### src/design/ptr_pkg.sv
// Shared types, widths and codes for the perspective triangle rasteriser.
package ptr_pkg;

  localparam int SCREEN_WIDTH  = 512;
  localparam int SCREEN_HEIGHT = 512;

  localparam int COORD_W = 32;
  localparam int SV_W    = 24;
  localparam int DIFF_W  = 25;
  localparam int PROD_W  = 2 * DIFF_W;
  localparam int EDGE_W  = PROD_W + 2;
  localparam int NUM_W   = 54;
  localparam int CNT_W   = $clog2(NUM_W + 1);
  localparam int BOX_W   = 17;
  localparam int COL_W   = $clog2(SCREEN_WIDTH);
  localparam int ROW_W   = $clog2(SCREEN_HEIGHT);
  localparam int PIX_W   = 9;
  localparam int COLOR_W = 24;

  localparam int SCALE_X = SCREEN_WIDTH * 128;
  localparam int SCALE_Y = SCREEN_HEIGHT * 128;

  localparam logic OP_START = 1'b0;
  localparam logic OP_STEP  = 1'b1;

  typedef enum logic [1:0] {
    ST_PIXEL     = 2'd0,
    ST_ACCEPT    = 2'd1,
    ST_REJECT    = 2'd2,
    ST_IDLE_STEP = 2'd3
  } status_t;

  typedef struct packed {
    logic       load;
    logic       div_go;
    logic       div_store;
    logic [2:0] div_idx;
    logic       box_latch;
    logic       mul_en;
    logic [2:0] mul_idx;
    logic       scan_init;
    logic       scan_adv;
    logic       emit;
    status_t    status;
  } ptr_cmd_t;

  typedef struct packed {
    logic zero_z;
    logic div_done;
    logic area_zero;
    logic box_empty;
    logic fin;
  } ptr_stat_t;

endpackage

### src/design/ptr_ctrl.sv
// Controller: sequences triangle set-up and drives the pixel scan.
module ptr_ctrl
  import ptr_pkg::*;
(
  input  logic      clk,
  input  logic      rst_n,
  input  logic      start,
  input  logic      op,
  input  ptr_stat_t stat,
  output ptr_cmd_t  cmd,
  output logic      busy
);

  typedef enum logic [3:0] {
    S_IDLE,
    S_SCAN,
    S_ZCHK,
    S_DIV_GO,
    S_DIV_WAIT,
    S_BOX,
    S_MUL,
    S_MUL_TAIL,
    S_CHK
  } state_t;

  state_t     state_r, state_nxt;
  logic [2:0] cnt_r, cnt_nxt;
  logic       busy_r, busy_nxt;

  always_comb begin
    state_nxt = state_r;
    cnt_nxt   = cnt_r;
    cmd       = '0;
    cmd.status = ST_PIXEL;
    cmd.div_idx = cnt_r;
    cmd.mul_idx = cnt_r;
    case (state_r)
      S_IDLE, S_SCAN: begin
        if (start) begin
          if (op == OP_START) begin
            cmd.load  = 1'b1;
            state_nxt = S_ZCHK;
          end else if (state_r == S_SCAN) begin
            cmd.scan_adv = 1'b1;
            cmd.emit     = 1'b1;
            cmd.status   = ST_PIXEL;
            if (stat.fin) state_nxt = S_IDLE;
          end else begin
            cmd.emit   = 1'b1;
            cmd.status = ST_IDLE_STEP;
          end
        end
      end
      S_ZCHK: begin
        cnt_nxt = '0;
        if (stat.zero_z) begin
          cmd.emit   = 1'b1;
          cmd.status = ST_REJECT;
          state_nxt  = S_IDLE;
        end else begin
          state_nxt = S_DIV_GO;
        end
      end
      S_DIV_GO: begin
        cmd.div_go = 1'b1;
        state_nxt  = S_DIV_WAIT;
      end
      S_DIV_WAIT: begin
        if (stat.div_done) begin
          cmd.div_store = 1'b1;
          if (cnt_r == 3'd5) begin
            state_nxt = S_BOX;
          end else begin
            cnt_nxt   = cnt_r + 3'd1;
            state_nxt = S_DIV_GO;
          end
        end
      end
      S_BOX: begin
        cmd.box_latch = 1'b1;
        cnt_nxt       = '0;
        state_nxt     = S_MUL;
      end
      S_MUL: begin
        cmd.mul_en = 1'b1;
        cnt_nxt    = cnt_r + 3'd1;
        if (cnt_r == 3'd7) state_nxt = S_MUL_TAIL;
      end
      S_MUL_TAIL: begin
        state_nxt = S_CHK;
      end
      S_CHK: begin
        cmd.emit = 1'b1;
        if (stat.area_zero || stat.box_empty) begin
          cmd.status = ST_REJECT;
          state_nxt  = S_IDLE;
        end else begin
          cmd.status    = ST_ACCEPT;
          cmd.scan_init = 1'b1;
          state_nxt     = S_SCAN;
        end
      end
      default: begin
        state_nxt = S_IDLE;
      end
    endcase
    busy_nxt = (state_nxt != S_IDLE) && (state_nxt != S_SCAN);
  end

  always_ff @(posedge clk) begin
    if (!rst_n) begin
      state_r <= S_IDLE;
      cnt_r   <= '0;
      busy_r  <= 1'b0;
    end else begin
      state_r <= state_nxt;
      cnt_r   <= cnt_nxt;
      busy_r  <= busy_nxt;
    end
  end

  assign busy = busy_r;

endmodule

### config.mk
export PLATFORM = sky130hd
export DESIGN_NAME = ptr_ctrl
export DESIGN_NICKNAME = d
export VERILOG_FILES = /design/src/design/ptr_pkg.sv /design/src/design/ptr_ctrl.sv
export SDC_FILE = /design/constraint.sdc
export NUM_CORES = 1
export LEC_CHECK = 0
export BUFFER_PORTS_ARGS = -buffer_cell sky130_fd_sc_hd__buf_2
export CAP_MARGIN = 5
export CELL_PAD_IN_SITES_DETAIL_PLACEMENT = 0
export CELL_PAD_IN_SITES_GLOBAL_PLACEMENT = 1
export CORE_ASPECT_RATIO = 0.9
export CORE_MARGIN = 4
export CORE_UTILIZATION = 32
export DETAILED_ROUTE_END_ITERATION = 12
export HOLD_SLACK_MARGIN = 0.15
export PLACE_DENSITY_LB_ADDON = 0.05
export SYNTH_ARGS = -nofsm -noshare
export SYNTH_HDL_FRONTEND = slang
export SYNTH_SLANG_ARGS = --single-unit
export TNS_END_PERCENT = 20
### constraint.sdc
create_clock -name clk -period 1.8 [get_ports clk]
set_input_delay 0.36 -clock clk [delete_from_list [all_inputs] [get_ports clk]]
set_output_delay 0.36 -clock clk [all_outputs]
set_load 0.02 [all_outputs]
# --- Yosys cells after proc, flatten, opt, wreduce, memory -nomap -nowiden ---
# Index checks and enable logic that the tools add are counted.
totals:
  register_bits: 8
  in_bits: 9
  out_inout_bits: 17
  word_cells: 56
op_classes:
  add_sub_neg: 1
  eq_ne: 13
  n_mux: 31
  reduce_logical: 8
ops:
  columns: ["cell", "count"]
  rows:
  - ["$mux 4", 8]
  - ["$pmux 4 s8", 1]
  - ["$pmux 3 s3", 2]
  - ["$eq 4x3->1 const B", 4]
  - ["$mux 1", 13]
  - ["$mux 3", 4]
  - ["$eq 4x2->1 const B", 2]
  - ["$eq 3x3->1 const B", 2]
  - ["$mux 2", 3]
  - ["$eq 4x1->1 const B", 1]
  - ["$eq 4x4->1 const B", 1]
  - ["$logic_not 4->1", 1]
  - ["$ne 2x2->1 const B", 2]
  - ["$ne 4x1->1 const B", 1]
  - ["$reduce_bool 4->1", 1]
  - ["$reduce_or 2->1", 2]
  - ["$add 3x1->3 const B", 1]
  - ["$reduce_and 3->1", 1]
  - ["$reduce_bool 3->1", 1]
  - ["$logic_and 1x1->1", 1]
  - ["$logic_or 1x1->1", 1]

# --- Logic depth before layout (Yosys ltp) ---
depth:
  depth_word: 7
  mapped_depth: 6
  depth_no_buf: 6

# --- Least setup slack after synthesis ---
# No wires, ideal clock.
synth_timing:
  path_kind: "reg-to-output"
  start: "register state_r[1]"
  end: "output cmd[13] in the netlist's numbering"
  t_arrival_ps: 1379
  required_ps: 1440
  slack_ps: 61
  path_stages_with_launch: 4
  n_path_buf: 2
  path_cell_list: "dfxtp_1 buf_2 buf_2 nor4b_1"
synth_lines:
  columns: ["element", "line", "text"]
  rows:
  - ["from (decl)", "ptr_ctrl.sv:26", "state_t state_r, state_nxt;"]
  - ["from (signal assigned)", "ptr_ctrl.sv:116", "state_r <= state_nxt;"]
  - ["to (decl)", "ptr_ctrl.sv:10", "output ptr_cmd_t cmd,"]

==> impl_metrics.env <==
export IMPL_antenna_found_initial=0
export IMPL_power_total_uw=452
export IMPL_vias_per_cell=5.10
export IMPL_drtAntennaViolNets=0
export IMPL_worstPathRequired_ns=1.44
export IMPL_min_to="state_r[3]"
export IMPL_route_detailed_drc=0
export IMPL_drtIter0Drc=9
export IMPL_nNetsFinal=125
export IMPL_antenna_cells=0
export IMPL_syn_inst=83
export IMPL_r2r_setup_slack_ns=0.26
export IMPL_rsz0062_at_grt="true"
export IMPL_path_max_fanout=7
export IMPL_min_period_ns=1.73
export IMPL_hp_start="rst_n"
export IMPL_tightest_slew_ns=0.436
export IMPL_hold_depth=3
export IMPL_slew_violations=0
export IMPL_syn2layout_area_growth_pct=30.6
export IMPL_cts_buffers=3
export IMPL_syn_nets=95
export IMPL_status="completed"
export IMPL_ir_worst_vdd_mv=0.489
export IMPL_io_buffers=25
export IMPL_placedCellCount=133
export IMPL_core_sq_um=1910
export IMPL_clkSlewWorstSetupHoldPaths_ns=0.06
export IMPL_crit_start="state_r[2]"
export IMPL_synthFlopType="dfxtp_1"
export IMPL_clock_latency_ns=0.26
export IMPL_r2r_end="cnt_r[0]"
export IMPL_maxSlewHeadroom_pct=70.6
export IMPL_cts_htree_levels=1
export IMPL_r2r_cells=5
export IMPL_cp_start_kind="register"
export IMPL_syn_avg_cell_area_sq_um=7.69
export IMPL_netlist_cell_type_count=35
export IMPL_vias=693
export IMPL_wl_per_cell_microns=12.2
export IMPL_grt_pass1_vias=632
export IMPL_cts_tree="built"
export IMPL_cts_root_buf="clkbuf_4"
export IMPL_syn_cell_area_sq_um=638
export IMPL_ios=26
export IMPL_synth_edf_count=0
export IMPL_die_x_microns=55.1
export IMPL_power_leakage_uw=0.000388
export IMPL_drtPass1Iterations=4
export IMPL_p_per_area_nw_per_um2=542
export IMPL_critPathKind="reg2out"
export IMPL_grt_pass1_wl_microns=2610
export IMPL_synthArstFlopShare_pct=0
export IMPL_cts_hold_buffers_added=0
export IMPL_dpl_hpwl_microns=1350
export IMPL_rows=15
export IMPL_instances_no_fill=136
export IMPL_layout_drive_gt1_share_pct=41.4
export IMPL_grt_max_degree=11
export IMPL_max_freq_mhz=579
export IMPL_crit_arrival_ns=1.37
export IMPL_cts_buffer_depth=2
export IMPL_finalHoldViolCount=0
export IMPL_ys_warn_count=0
export IMPL_post_cts_buffers=0
export IMPL_critPathCaptureType="output port"
export IMPL_track_usage_pct=12.8
export IMPL_final_common_cell="buf_2"
export IMPL_final_cell_mix="24 x buf_2, 10 x buf_4, 9 x nor2_1"
export IMPL_initial_core_util_pct=33.3
export IMPL_dieArea_sq_um=2770
export IMPL_final_util_pct=43.5
export IMPL_grt_overflow=0
export IMPL_fin_worst_skew_ns=0.00981
export IMPL_post_route_period_util_pct=96.0
export IMPL_worstHoldPathType="in2reg"
export IMPL_cap_viol_max_count=0
export IMPL_place_congestion=0.715
export IMPL_yosysSeqAreaShare_pct=25.1
export IMPL_finalSetupViolCount=0
export IMPL_ys_seq_elements=8
export IMPL_r2r_start="cnt_r[1]"
export IMPL_cts_num_sinks=8
export IMPL_wirelength_microns=1660
export IMPL_die_h_microns=50.4
## logic make-up after synthesis
logic type      share of synthesized area (%)
buf+inv                                  12.2
simple gates                             32.6
fa+ha+maj                                5.88
flops                                    25.1
compound gates                           24.3
## where the power goes
part           switching, uW  internal (uW)  total, uW
Clock                   60.7           76.3        137
Combinational           67.1           52.1        119
Sequential              10.4            185        196
## what timing repair did
| action | CTS | global route |
|---|---|---|
| setup endpoints to repair | 1 | 7 |
| pin swaps | 0 | 2 |
| gates resized for setup | 1 | 4 |
## how the worst max path moves through the flow
stage | to | depth (start not counted)
after CTS | cmd[1] | 4
after global routing | cmd[1] | 4
after floorplan | cmd[13] | 3
final | cmd[0] | 5
after detailed placement | cnt_r[0] | 5
after global placement | cmd[1] | 5
## stage by stage
step	setup slack (ns)	hold WS (ns)	instance area (sq um)	TNS [ns]
after floorplan	0.0611	0.474	638	0
after global routing	-0.0182	0.419	833	-0.0291
final	0.0714	0.401	833	0
after global placement	0.236	0.519	803	0
after detailed placement	0.263	0.517	803	0
after CTS	0.0105	0.399	827	0
## cell type report
cell class	instances	area (sq um)
fill	219	1080
multi-input combinational	61	400
timing repair buffer	34	195
sequential	8	165
tap	25	31.3
clock buffer	3	22.5
inverter	5	18.8
## state kept, by name, indices dropped and copies added, names as in the netlist
| signal | flops |
|---|---|
| state_r | 4 |
| cnt_r | 3 |
| busy | 1 |
## critical path: stages, from the launching register on
cell and delay, ns:
dfxtp_2 0.36, buf_4 0.16, nor3_1 0.17, nand3_1 0.16, o21ai_1 0.11, buf_4 0.15
## cells in the mapped netlist (2+ instances only)
cell | instances | area share (%)
buf_2 | 5 | 3.9
nor2b_1 | 2 | 2.0
nand2_1 | 5 | 2.9
o22ai_1 | 3 | 2.9
dfxtp_1 | 8 | 25
nor4_1 | 2 | 2.0
o21ai_1 | 2 | 1.6
nor2_1 | 9 | 5.3
a21oi_1 | 4 | 3.1
nor3_1 | 3 | 2.4
buf_4 | 3 | 3.5
o21a_1 | 2 | 2.4
ha_1 | 3 | 5.9
o31ai_1 | 2 | 2.4
nand2b_1 | 6 | 5.9
inv_1 | 5 | 2.9
## metal layers
layer  GRT usage (%)  part of all wire, %
met3            5.34                  7.5
met2            19.1                   44
met1            17.2                   48
met4            2.43                    0
met5               0                    0
No activity file was read; power rests on OpenSTA's default activity.
